[src/b58e_pkg.sv]
`default_nettype none

package b58e_pkg;

    localparam int MAX_BYTES   = 34;
    localparam int STORE_DEPTH = 47;
    localparam int MAX_CHARS   = 47;
    localparam int ADDR_W      = $clog2(STORE_DEPTH);
    localparam int CNT_W       = $clog2(STORE_DEPTH + 1);

    localparam int RADIX       = 58;
    localparam int RECIP_SHIFT = 20;
    localparam logic [14:0] RECIP_58 = 15'((2 ** RECIP_SHIFT + RADIX - 1) / RADIX);

    localparam logic [6:0] CHAR_ONE = 7'h31;

    localparam logic [8*58-1:0] B58_ALPHABET =
        "123456789ABCDEFGHJKLMNPQRSTUVWXYZabcdefghijkmnopqrstuvwxyz";

    typedef struct packed {
        logic [7:0] data_byte;
        logic       last_byte;
    } in_t;

    typedef struct packed {
        logic [6:0] char_code;
        logic       last_char;
        logic       error;
    } out_t;

    typedef enum logic [2:0] {
        ST_IDLE,
        ST_FOLD,
        ST_EMIT_ZERO,
        ST_EMIT_RD,
        ST_EMIT_LD,
        ST_ERR
    } state_t;

    function automatic logic [6:0] b58_char(input logic [5:0] digit);
        logic [7:0] code;
        code = 8'd0;
        if (digit < 6'(RADIX))
        begin
            code = B58_ALPHABET[8 * (RADIX - 1 - int'(digit)) +: 8];
        end
        return code[6:0];
    endfunction

endpackage

`default_nettype wire

[src/b58e_divmod.sv]
`default_nettype none

module b58e_divmod (
    input  logic [7:0] carry_in,
    input  logic [5:0] digit_in,
    output logic [7:0] carry_out,
    output logic [5:0] digit_out
);
    import b58e_pkg::*;

    logic [13:0] acc;
    logic [28:0] prod;
    logic [7:0]  quot;
    logic [13:0] back;
    logic [13:0] diff;

    // The reciprocal is exact for every value below 256 * 58 + 256.
    always_comb
    begin
        acc       = {digit_in, 8'd0} + {6'd0, carry_in};
        prod      = {15'd0, acc} * {14'd0, RECIP_58};
        quot      = prod[RECIP_SHIFT +: 8];
        back      = {quot, 6'd0} - {4'd0, quot, 2'd0} - {5'd0, quot, 1'd0};
        diff      = acc - back;
        carry_out = quot;
        digit_out = diff[5:0];
    end

endmodule

`default_nettype wire

[src/base58_encoder_core.sv]
`default_nettype none

// Channel   Direction  Handshake               Payload
// byte      in         byte_valid/byte_stall   b58e_pkg::in_t  (data_byte, last_byte)
// char      out        char_valid/char_stall   b58e_pkg::out_t (char_code, last_char, error)
//
// Each accepted byte is folded into the digit store by carry passes through the shared
// divide-by-58 unit, one digit per pass, until all digits are passed and the carry is zero.
// On the final byte, each leading '1' is loaded from ST_EMIT_ZERO, and each digit is first
// read through the single digit store read port in ST_EMIT_RD, then loaded in ST_EMIT_LD.
// Reset clears all control state; the digit store is not cleared.
// A stalled char output holds its register and pauses emission.

module base58_encoder_core (
    input  logic           clk,
    input  logic           rst_n,
    input  logic           byte_valid,
    output logic           byte_stall,
    input  b58e_pkg::in_t  byte_data,
    output logic           char_valid,
    input  logic           char_stall,
    output b58e_pkg::out_t char_data
);
    import b58e_pkg::*;

    state_t             state_reg, state_next;
    logic [CNT_W-1:0]   byte_count_reg, byte_count_next;
    logic [CNT_W-1:0]   zero_count_reg, zero_count_next;
    logic               lead_zero_reg, lead_zero_next;
    logic [CNT_W-1:0]   digit_count_reg, digit_count_next;
    logic [CNT_W-1:0]   idx_reg, idx_next;
    logic [7:0]         carry_reg, carry_next;
    logic               last_reg, last_next;
    logic [CNT_W-1:0]   emit_count_reg, emit_count_next;
    logic               char_valid_reg, char_valid_next;
    out_t               char_data_reg, char_data_next;

    logic [5:0]         mem [STORE_DEPTH];
    logic [5:0]         rd_data_reg;
    logic               rd_en;
    logic [ADDR_W-1:0]  rd_addr;
    logic               wr_en;

    logic [5:0]         dm_digit_in;
    logic [7:0]         dm_carry_out;
    logic [5:0]         dm_digit_out;

    logic               char_free;
    logic               fold_more;
    logic               load;
    out_t               load_data;
    logic               clear_run;
    logic               last_c;

    b58e_divmod u_divmod (
        .carry_in  (carry_reg),
        .digit_in  (dm_digit_in),
        .carry_out (dm_carry_out),
        .digit_out (dm_digit_out)
    );

    assign dm_digit_in = (idx_reg < digit_count_reg) ? rd_data_reg : 6'd0;
    assign char_free   = !char_valid_reg || !char_stall;
    assign fold_more   = (idx_reg < CNT_W'(STORE_DEPTH)) &&
                         ((idx_reg < digit_count_reg) || (carry_reg != 8'd0));

    always_comb
    begin
        state_next       = state_reg;
        byte_count_next  = byte_count_reg;
        zero_count_next  = zero_count_reg;
        lead_zero_next   = lead_zero_reg;
        digit_count_next = digit_count_reg;
        idx_next         = idx_reg;
        carry_next       = carry_reg;
        last_next        = last_reg;
        emit_count_next  = emit_count_reg;
        rd_en            = 1'b0;
        rd_addr          = '0;
        wr_en            = 1'b0;
        load             = 1'b0;
        load_data        = '0;
        clear_run        = 1'b0;
        last_c           = 1'b0;

        unique case (state_reg)
            ST_IDLE:
            begin
                if (byte_valid)
                begin
                    last_next = byte_data.last_byte;
                    if (byte_count_reg < CNT_W'(MAX_BYTES))
                    begin
                        byte_count_next = byte_count_reg + 1'b1;
                        if (lead_zero_reg && (byte_data.data_byte == 8'd0))
                        begin
                            zero_count_next = zero_count_reg + 1'b1;
                        end
                        else
                        begin
                            lead_zero_next = 1'b0;
                        end
                        carry_next = byte_data.data_byte;
                        idx_next   = '0;
                        rd_en      = 1'b1;
                        rd_addr    = '0;
                        state_next = ST_FOLD;
                    end
                    else
                    begin
                        byte_count_next = CNT_W'(MAX_BYTES + 1);
                        if (byte_data.last_byte)
                        begin
                            state_next = ST_ERR;
                        end
                    end
                end
            end
            ST_FOLD:
            begin
                if (fold_more)
                begin
                    wr_en      = 1'b1;
                    idx_next   = idx_reg + 1'b1;
                    carry_next = dm_carry_out;
                    if (idx_reg >= digit_count_reg)
                    begin
                        digit_count_next = idx_reg + 1'b1;
                    end
                    if (idx_reg < CNT_W'(STORE_DEPTH - 1))
                    begin
                        rd_en   = 1'b1;
                        rd_addr = ADDR_W'(idx_reg + 1'b1);
                    end
                end
                else if (!last_reg)
                begin
                    state_next = ST_IDLE;
                end
                else if (zero_count_reg != '0)
                begin
                    state_next = ST_EMIT_ZERO;
                end
                else
                begin
                    state_next = ST_EMIT_RD;
                end
            end
            ST_EMIT_ZERO:
            begin
                if (char_free)
                begin
                    last_c = (emit_count_reg == CNT_W'(MAX_CHARS - 1)) ||
                             ((zero_count_reg == CNT_W'(1)) && (digit_count_reg == '0));
                    load                = 1'b1;
                    load_data.char_code = CHAR_ONE;
                    load_data.last_char = last_c;
                    load_data.error     = 1'b0;
                    emit_count_next     = emit_count_reg + 1'b1;
                    zero_count_next     = zero_count_reg - 1'b1;
                    if (last_c)
                    begin
                        clear_run  = 1'b1;
                        state_next = ST_IDLE;
                    end
                    else if (zero_count_reg == CNT_W'(1))
                    begin
                        state_next = ST_EMIT_RD;
                    end
                end
            end
            ST_EMIT_RD:
            begin
                rd_en      = 1'b1;
                rd_addr    = ADDR_W'(digit_count_reg - 1'b1);
                state_next = ST_EMIT_LD;
            end
            ST_EMIT_LD:
            begin
                if (char_free)
                begin
                    last_c = (emit_count_reg == CNT_W'(MAX_CHARS - 1)) ||
                             (digit_count_reg == CNT_W'(1));
                    load                = 1'b1;
                    load_data.char_code = b58_char(rd_data_reg);
                    load_data.last_char = last_c;
                    load_data.error     = 1'b0;
                    emit_count_next     = emit_count_reg + 1'b1;
                    digit_count_next    = digit_count_reg - 1'b1;
                    if (last_c)
                    begin
                        clear_run  = 1'b1;
                        state_next = ST_IDLE;
                    end
                    else
                    begin
                        state_next = ST_EMIT_RD;
                    end
                end
            end
            ST_ERR:
            begin
                if (char_free)
                begin
                    load                = 1'b1;
                    load_data.char_code = '0;
                    load_data.last_char = 1'b1;
                    load_data.error     = 1'b1;
                    clear_run           = 1'b1;
                    state_next          = ST_IDLE;
                end
            end
            default:
            begin
                state_next = ST_IDLE;
            end
        endcase

        if (clear_run)
        begin
            byte_count_next  = '0;
            zero_count_next  = '0;
            lead_zero_next   = 1'b1;
            digit_count_next = '0;
            emit_count_next  = '0;
        end

        char_data_next  = char_data_reg;
        char_valid_next = char_valid_reg;
        if (load)
        begin
            char_valid_next = 1'b1;
            char_data_next  = load_data;
        end
        else if (!char_stall)
        begin
            char_valid_next = 1'b0;
        end
    end

    always_ff @(posedge clk or negedge rst_n)
    begin
        if (!rst_n)
        begin
            state_reg       <= ST_IDLE;
            byte_count_reg  <= '0;
            zero_count_reg  <= '0;
            lead_zero_reg   <= 1'b1;
            digit_count_reg <= '0;
            idx_reg         <= '0;
            carry_reg       <= '0;
            last_reg        <= 1'b0;
            emit_count_reg  <= '0;
            char_valid_reg  <= 1'b0;
        end
        else
        begin
            state_reg       <= state_next;
            byte_count_reg  <= byte_count_next;
            zero_count_reg  <= zero_count_next;
            lead_zero_reg   <= lead_zero_next;
            digit_count_reg <= digit_count_next;
            idx_reg         <= idx_next;
            carry_reg       <= carry_next;
            last_reg        <= last_next;
            emit_count_reg  <= emit_count_next;
            char_valid_reg  <= char_valid_next;
        end
    end

    always_ff @(posedge clk)
    begin
        char_data_reg <= char_data_next;
    end

    always_ff @(posedge clk)
    begin
        if (wr_en)
        begin
            mem[ADDR_W'(idx_reg)] <= dm_digit_out;
        end
        if (rd_en)
        begin
            rd_data_reg <= mem[rd_addr];
        end
    end

    assign byte_stall = (state_reg != ST_IDLE);
    assign char_valid = char_valid_reg;
    assign char_data  = char_data_reg;

    // An error transaction always closes the run.
    assert property (@(posedge clk) disable iff (!rst_n)
        (char_valid && char_data.error) |-> char_data.last_char)
        else $error("error transaction without last_char");

    // The stored digit count never exceeds the store depth.
    assert property (@(posedge clk) disable iff (!rst_n)
        digit_count_reg <= CNT_W'(STORE_DEPTH))
        else $error("digit count beyond store depth");

    // Folding only happens for bytes within the length limit.
    assert property (@(posedge clk) disable iff (!rst_n)
        (state_reg == ST_FOLD) |-> (byte_count_reg <= CNT_W'(MAX_BYTES)))
        else $error("fold pass on an over-length string");

    // After the final character is loaded the run state is back at its start.
    assert property (@(posedge clk) disable iff (!rst_n)
        (load && load_data.last_char) |=>
            ((digit_count_reg == '0) && (zero_count_reg == '0) && lead_zero_reg))
        else $error("run state not cleared after final character");

endmodule

`default_nettype wire

[config.mk]
export PLATFORM = sky130hd
export DESIGN_NAME = base58_encoder_core
export DESIGN_NICKNAME = d
export VERILOG_FILES = /design/src/b58e_pkg.sv /design/src/b58e_divmod.sv /design/src/base58_encoder_core.sv
export SDC_FILE = /design/constraint.sdc
export NUM_CORES = 1
export LEC_CHECK = 0
export BUFFER_PORTS_ARGS = -buffer_cell sky130_fd_sc_hd__buf_4
export CAP_MARGIN = 15
export CORE_ASPECT_RATIO = 0.9
export CORE_MARGIN = 1
export CORE_UTILIZATION = 60
export DETAILED_ROUTE_END_ITERATION = 8
export PLACE_DENSITY = 0.72
export SETUP_SLACK_MARGIN = 0.5
export SYNTH_ARGS = -nofsm -noshare
export SYNTH_HDL_FRONTEND = slang
export SYNTH_HIERARCHICAL = 1
export SYNTH_SLANG_ARGS = --single-unit
[constraint.sdc]
create_clock -name clk -period 12 [get_ports clk]
set_input_delay 2.4 -clock clk [delete_from_list [all_inputs] [get_ports clk]]
set_output_delay 2.4 -clock clk [all_outputs]
set_load 0.02 [all_outputs]
; ---- Yosys cells after proc, flatten, opt, wreduce, memory -nomap -nowiden
; Memories as Yosys holds them, arrays and structs flattened. A register that Yosys moved wholly into a read port is not among the register bits.
; Index checks and enable logic that the tools add are counted.
[totals]
regBits = 53
ram_bits = 282
in_bits = 13
out_inout_bits = 11
n_memories = 1
[mem_list]
columns = memory, depth, word_bits, read_ports, rd_clocked_by_memory_dff, wr, line
row1 = mem, 47, 6, 1, 1, 1, base58_encoder_core.sv:38  ; logic [5:0] mem [STORE_DEPTH];
[op_classes]
add_sub_neg = 11
n_mul = 1
n_lt_le_gt_ge = 6
eq_ne = 26
shift = 1
mux = 71
n_reduce_logical = 33
[op_table]
columns = op, count
row1 = "464-bit by 10-bit variable part select with 7-bit output, first input constant", 1
row2 = 6-bit 2-to-1 mux, 22
row3 = 6-bit case mux with 2 select lines, 4
row4 = 8-bit 2-to-1 mux, 4
row5 = "14-bit by 15-bit multiplier with 28-bit output, second input constant", 1
row6 = 3-bit 2-to-1 mux, 9
row7 = "3-bit != test, second input constant", 9
row8 = 9-bit case mux with 3 select lines, 1
row9 = "6-bit by 1-bit adder with 6-bit output, second input constant", 4
row10 = "6-bit < comparator, second input constant", 4
row11 = 1-bit 2-to-1 mux, 22
row12 = 3-bit case mux with 6 select lines, 1
row13 = "2-bit != test, second input constant", 8
row14 = 8-bit case mux with 2 select lines, 1
row15 = 14-bit by 8-bit adder with 14-bit output, 1
row16 = "6-bit by 1-bit == test with 1-bit output, second input constant", 2
row17 = 4-bit AND reduction, 3
row18 = 2-bit nonzero test, 6
row19 = "6-bit by 1-bit subtractor with 6-bit output, second input constant", 2
row20 = 6-bit subtractor, 2
row21 = 9-bit 2-to-1 mux, 1
row22 = 3-bit nonzero test, 3
row23 = 8-bit logical NOT, 1
row24 = 8-bit nonzero test, 1
row25 = other kinds (23), 36

; ---- Depth between registers and ports, before layout
; Gate-level depths: netlist of run 1.
[logic_depth]
word_depth = 8
mapped_depth = 34
mapped_depth_nobuf = 32

; ---- Cells and area by module
; The synthesis of run 1 kept the hierarchy.
[modules_own_cells]
columns = module, n_inst, cells_per_inst, area_per_inst_um2
row1 = base58_encoder_core, 1, 1262, 15672.5
row2 = b58e_divmod, 1, 416, 4045.1

; ---- Worst setup path after synthesis of run 1
; OpenSTA, ideal clock, no wires.
[synth_timing]
path_type = register to register
startpoint = register idx_reg[0]
endpoint = memory mem[0][5] (data pin)
setup_time_ns = 0.472
t_arrival_ns = 9.045
required_time_ns = 11.528
setup_slack_ns = 2.483
stages_incl_launch_ff = 32
n_path_buf = 2
path_cell_list = dfrtp_1 clkbuf_1 inv_1 ha_1 nor2b_1 o21ai_2 and3_1 buf_2 and2_1 fa_1 inv_1 fa_1 inv_1 fa_1 fa_1 fa_1 fa_1 ha_1 a21oi_1 o21ai_0 a221oi_4 nand2_1 a31oi_1 xnor2_1 fa_1 inv_1 ha_1 a21o_1 a21oi_1 xnor2_1 xnor2_1 xnor2_1
[synth_via]
elab_chain_cells = 7
[synth_lines]
columns = item, line
row1 = from (decl), base58_encoder_core.sv:31  ; logic [CNT_W-1:0] idx_reg, idx_next;
row2 = from (signal assigned), base58_encoder_core.sv:263  ; idx_reg <= idx_next;
row3 = 6-bit < comparator (*), base58_encoder_core.sv:62  ; assign dm_digit_in = (idx_reg < digit_count_reg) ? rd_data_reg : 6'd0;
row4 = 6-bit 2-to-1 mux (*), base58_encoder_core.sv:62
row5 = via dm_digit_in[3], base58_encoder_core.sv:44  ; logic [5:0] dm_digit_in;
row6 = 14-bit by 8-bit adder with 14-bit output (*), b58e_divmod.sv:20  ; acc = {digit_in, 8'd0} + {6'd0, carry_in};
row7 = 14-bit by 15-bit multiplier with 28-bit output (*), b58e_divmod.sv:21  ; prod = {15'd0, acc} * {14'd0, RECIP_58};
row8 = 1-bit by 6-bit subtractor with 6-bit output, b58e_divmod.sv:23  ; back = {quot, 6'd0} - {4'd0, quot, 2'd0} - {5'd0, quot, 1'd0};
row9 = 6-bit subtractor (*), b58e_divmod.sv:23
row10 = 6-bit subtractor (*), b58e_divmod.sv:24  ; diff = acc - back;
row11 = via dm_digit_out[5], base58_encoder_core.sv:46  ; logic [5:0] dm_digit_out;
row12 = to (decl), base58_encoder_core.sv:38
; Mark *: on every way through the listed nets, which the timed path passes. The rest lies on a longest branch.

; ---- Worst setup path after layout of run 1
[layout_timing]
startpoint = register idx_reg[2]
endpoint = memory mem[31][5] (data pin)
; The elaborated chain is that of the path after synthesis.

==> impl_metrics.toml, run 1 <==
[floorplan]
core_sq_um = 32100
die_area_sq_um = 33600
rows = 62
die_h_microns = 174
io_pins = 24
die_w_microns = 193
start_util_pct = 61.4

[clocking]
clockRootBuffer = "clkbuf_16"
cts_inserted_buffers = 37
post_cts_buffers = 0
ctsHoldBuffers = 0
cts_tree = "yes"
clkTransAtPathRegs_ns = 0.06
numClockSinks = 341
clock_latency_ns = 0.53
htree_levels = 2
cts_resized = 0
clockBufferDepth = 3

[grt]
grt_overflow = 0
grt_pass1_wl_microns = 74100
grtUsageTotal_pct = 29.4
grt_pass1_vias = 13000
grt_max_degree = 50
grt_antenna_before_repair = 2

[sta]
worst_slew_pin_slew_ns = 1.06
hold_ws_ns = 0.491
max_slew_margin_pct = 28.5
fmax_mhz = 107
setup_viol = 0
rsz0062_at_grt = "no"
tns_ns = 0
fin_crit_ns = 9.38
fin_skew_ns = 0.0160
slew_viol_final = 0
hold_viol = 0
finalCritPeriodShare_pct = 78.2

[synthesis]
yosysTopAreaCell = "edfxtp_1"
synth_area_leaders = "edfxtp_1 (45%), ha_1 (9.3%), fa_1 (6.4%)"
synth_edf_count = 297
yosysUniqueCellTypes = 95
ys.flop_type = "edfxtp_1"
synth.top_cell.area_share_pct = 45.2
async_flop_share_pct = 12.9
avgSynthCellArea_sq_um = 11.8
yosysWarningCount = 6
synth_nets = 1900
synth_cells = 1678
ys_seq_area_share_pct = 50.8
ys_ff_latch = 341
syn_area_sq_um = 19700

[drt]
vias_per_cell = 6.27
drt_iter0_markers = 1368
wl_met1_microns = 21100
via_count = 13400
wire_per_inst_microns = 22.3
drtAntennaViolNets = 0
dr.pass1.iters = 7
wl_met2_microns = 20700
top_layer = "met5"
wl_microns = 47500
dr_wl_met3_microns = 4270
drc = 4

[layout]
synthToLayoutAreaGrowth_pct = 8.80
final_cells = 2132
largest_reg_flops = 282
final_nets = 1911
fin_util_pct = 66.8
drive_above_1_share_pct = 8.74
num-fill-cells = 2387
antenna_cells = 0

[setup_path]
start_kind = "flip-flop"
crit_required_ns = 12.28
endpoint_kind = "flip-flop"
crit_slowest_cell = "dfrtp_1"
worst-setup-path-type = "reg2reg"
cpMostUsedCell = "fa_1"
critPathMaxFanout = 47
worst_ep_arrival_time_ns = 9.66
max_stage_delay_ns = 0.66

[placement]
dp.cells = 2065
dp_hpwl_microns = 33000
io_buffers = 23
gp_congestion = 0.951

[run_status]
status = "finished, violations left"
violations = "DRC"

[run]
drv_cap = 0

[hold_path]
hold_class = "reg2reg"
-- cells in the mapped netlist, types with 15 or more instances --
cell and number:
clkbuf_1 29, dfrtp_1 43, nand3_1 61, a21o_1 15, a21oi_1 83, ha_1 146
edfxtp_1 297, fa_1 63, o22ai_1 15, xnor2_1 23, xor2_1 15, inv_1 145
nor3_1 20, nand2_1 174, mux2i_1 76, buf_2 20, nor2_1 124, o21ai_0 50
-- metal layers --
layer	vias up	GRT usage, %
met2	589	42.4
li1	6133	-
met1	6533	44.6
met5	-	0.888
met3	106	5.29
met4	4	9.90
-- cells in the final DEF (no fill, tap or decap), types with 6 or more instances in the layout --
cell	instances
nor3_1	20
a22o_1	8
edfxtp_1	297
nand2_1	174
nor4_1	9
and2_1	14
inv_1	145
clkbuf_16	39
ha_1	146
a31oi_1	12
a221oi_1	6
mux2i_1	76
o31ai_1	6
a22oi_1	8
a211oi_1	13
nand3_1	61
and3_1	12
buf_4	40
o22ai_1	15
o21ai_0	50
clkinvlp_4	7
nand2b_1	6
xor2_1	15
or3_1	11
nor2_1	124
xnor2_1	21
a21o_1	15
dfrtp_1	42
fa_1	63
nand4_1	14
a21oi_1	83
clkbuf_1	6
o211ai_1	8
-- kinds of logic (layout without fill, tap and decap cells) --
logic type / count (synthesis) / in the layout / share of synthesized area (%)
simple gates: 486 / 486 / 11.7
flops: 341 / 341 / 50.8
compound gates: 296 / 296 / 10.4
buf+inv: 215 / 253 / 4.58
fa+ha+maj: 209 / 209 / 15.7
mux: 91 / 91 / 5.00
xor+xnor: 40 / 40 / 1.85
-- final cells by class --
type                            count  area [sq um]  share of cell area [%]
Clock buffer                       45           998                    4.65
Clock inverter                     21           201                   0.939
Inverter                          146           548                    2.55
Multi-Input combinational cell   1122          8830                    41.2
Sequential cell                   341         10000                    46.7
Tap cell                          416           520                    2.43
Timing Repair Buffer               41           328                    1.53
-- critical path, delay by kind of cell (launching register included) --
family	cells	cell delay (ns)
XOR/XNOR	5	0.84
adder cells (fa/ha/maj)	10	4.27
flip-flops	1	0.66
AO/OA/AOI/OAI	7	1.47
buffers and inverters	4	0.55
AND/OR/NAND/NOR	4	1.29
-- metrics by stage --
stage / instance area, sq um / worst slack (ns)
floorplan: 19700 / 2.48
global placement: 20200 / 2.95
detailed placement: 20200 / 2.72
CTS: 21400 / 2.69
global route: 21500 / 2.14
finish: 21500 / 2.62
-- path summary, 6_finish.rpt --
path	from	endpoint	slack, ns	cells past startpoint
max	idx_reg[2]	mem[31][5]	2.62	30
min	byte_count_reg[5]	byte_count_reg[5]	0.49	2
max reg2reg	idx_reg[2]	mem[31][5]	2.62	30
min reg2reg	byte_count_reg[5]	byte_count_reg[5]	0.49	2
max in group asynchronous	rst_n	carry_reg[0]	9.70	1
min in group asynchronous	rst_n	byte_count_reg[1]	1.87	1
Power of run 1 is not shown: default switching activity piles up to over one toggle a cycle in this logic, so the estimate is an artifact.
==> inputs of run 2 (changes only) <==
Settings changed: CORE_UTILIZATION 60 to 58, PLACE_DENSITY 0.72 to 0.73.
Clock period 12 ns to 8.1 ns, I/O delays scaled along.
==> run 2 against run 1 <==
The run now ends clean. Critical path depth is 1 higher. Flip-flop and latch count did not move. Register-to-register slack got worse by 2.5 ns. Worst hold slack better by 0.015 ns. Sequential share of layout area fell by 2.4 points. First-iteration DRC count up 0.37%. Via count increased by 3.9%. Die area up 3.4%.
==> impl_metrics.toml, run 2 (synthesized netlist as in run 1, its figures left out) <==
[run_status]
status = "finished, final reports clean"

[run]
drv_cap = 0

[setup_path]
start_kind = "flip-flop"
worst-setup-path-type = "reg2reg"
worst_ep_arrival_time_ns = 8.32
critPathMaxFanout = 6
max_stage_delay_ns = 0.62
crit_required_ns = 8.40
crit_slowest_cell = "fa_2"
cpMostUsedCell = "fa_1"
endpoint_kind = "flip-flop"
reg2reg_from = "digit_count_reg[3]"
cp-startpoint = "digit_count_reg[3]"

[clocking]
numClockSinks = 341
cts_tree = "yes"
clockBufferDepth = 3
clock_latency_ns = 0.56
clkTransAtPathRegs_ns = 0.06
clockRootBuffer = "clkbuf_16"
cts_inserted_buffers = 35
ctsHoldBuffers = 0
htree_levels = 2

[drt]
wire_per_inst_microns = 22.9
vias_per_cell = 6.21
drtAntennaViolNets = 0
drt_iter0_markers = 1373
wl_microns = 51200
dr.pass1.iters = 5
via_count = 13900
drc = 0

[sta]
finalCritPeriodShare_pct = 99.0
hold_ws_ns = 0.506
rsz0062_at_grt = "yes"
tns_ns = 0
max_slew_margin_pct = 26.8
fin_skew_ns = 0.0223
slew_viol_final = 0
hold_viol = 0
fin_crit_ns = 8.02
fmax_mhz = 125
setup_viol = 0
worst_slew_pin_slew_ns = 1.10

[grt]
grt_max_degree = 58
grt_antenna_before_repair = 0
grt_pass1_wl_microns = 75400
grtUsageTotal_pct = 28.7
grt_overflow = 0
grt_pass1_vias = 13300

[floorplan]
die_area_sq_um = 34700
die_w_microns = 196
core_sq_um = 33200
io_pins = 24
start_util_pct = 59.4
die_h_microns = 177
rows = 63

[layout]
antenna_cells = 0
final_cell_area_sq_um = 22600
drive_above_1_share_pct = 14.8
ff_latch_area_sq_um = 10000
mostFrequentLayoutCell = "edfxtp_1"
num-fill-cells = 2355
final_cell_mix = "edfxtp_1 (297), nand2_1 (173), inv_1 (136)"
synthToLayoutAreaGrowth_pct = 14.7
largest_reg_flops = 282
final_nets = 1978
multi_input_area_sq_um = 9170

[placement]
dp_hpwl_microns = 32300
gp_congestion = 0.927
placed_cell_area_sq_um = 20600
io_buffers = 23

[hold_path]
min_from = "byte_count_reg[5]"
hold_class = "reg2reg"
==> run 2: path summary, 6_finish.rpt <==
| path | to | slack, ns | cells after the start |
|---|---|---|---|
| max in group asynchronous | carry_reg[0] | 6.59 | 1 |
| worst min register to register | byte_count_reg[5] | 0.51 | 2 |
| worst max register to register | mem[24][5] | 0.08 | 31 |
| min in group asynchronous | byte_count_reg[4] | 1.09 | 1 |
| worst min-delay path | byte_count_reg[5] | 0.51 | 2 |
| worst max-delay path | mem[24][5] | 0.08 | 31 |
==> run 2: area by class of cell <==
cell class              count  share of cell area, %
flip-flops and latches    341                   44.3
multi-input cells        1122                   40.6
repair buffers            110                   5.05
clock buffers              41                   3.97
well taps                 455                   2.52
inverters                 146                   2.44
clock inverters            21                   1.12
==> run 2: what timing repair did <==
action	in CTS	in global routing
gates resized for setup	21	28
endpoints found under the setup margin	141	141
gates cloned	2	14
pin swaps	20	24
setup buffers	12	14
==> run 2: stage by stage <==
| stage | cells | utilization [%] | setup slack, ns |
|---|---|---|---|
| 2_1_floorplan | 1678 | - | 0.0371 |
| 4_1_cts | 2208 | 66.5 | 0.178 |
| 3_3_place_gp | 2132 | 62.2 | 0.122 |
| 5_1_grt | 2236 | 68.1 | -0.188 |
| 3_5_place_dp | 2132 | 62.2 | -0.0230 |
| 6_report | 2236 | 68.1 | 0.0802 |
==> run 2: critical path, delay by kind of cell, from the launching register on <==
family                     cells  cell delay [ns]
adders and majority gates     10             4.36
and+or+nand+nor                6             1.09
xor gates and xnor gates       4             0.72
AOI/OAI and AO/OA              5             0.69
buffers and inverters          6             0.54
DFF                            1             0.37
==> run 2: layer usage <==
metal	global-route usage (%)	wire length, microns	vias up
met2	46.9	23900	795
met4	8.46	1590	0
met1	39.4	20600	6694
met3	5.07	5110	130
met5	0	0	-
li1	-	-	6268
Power of run 2 is left out for the same reason.
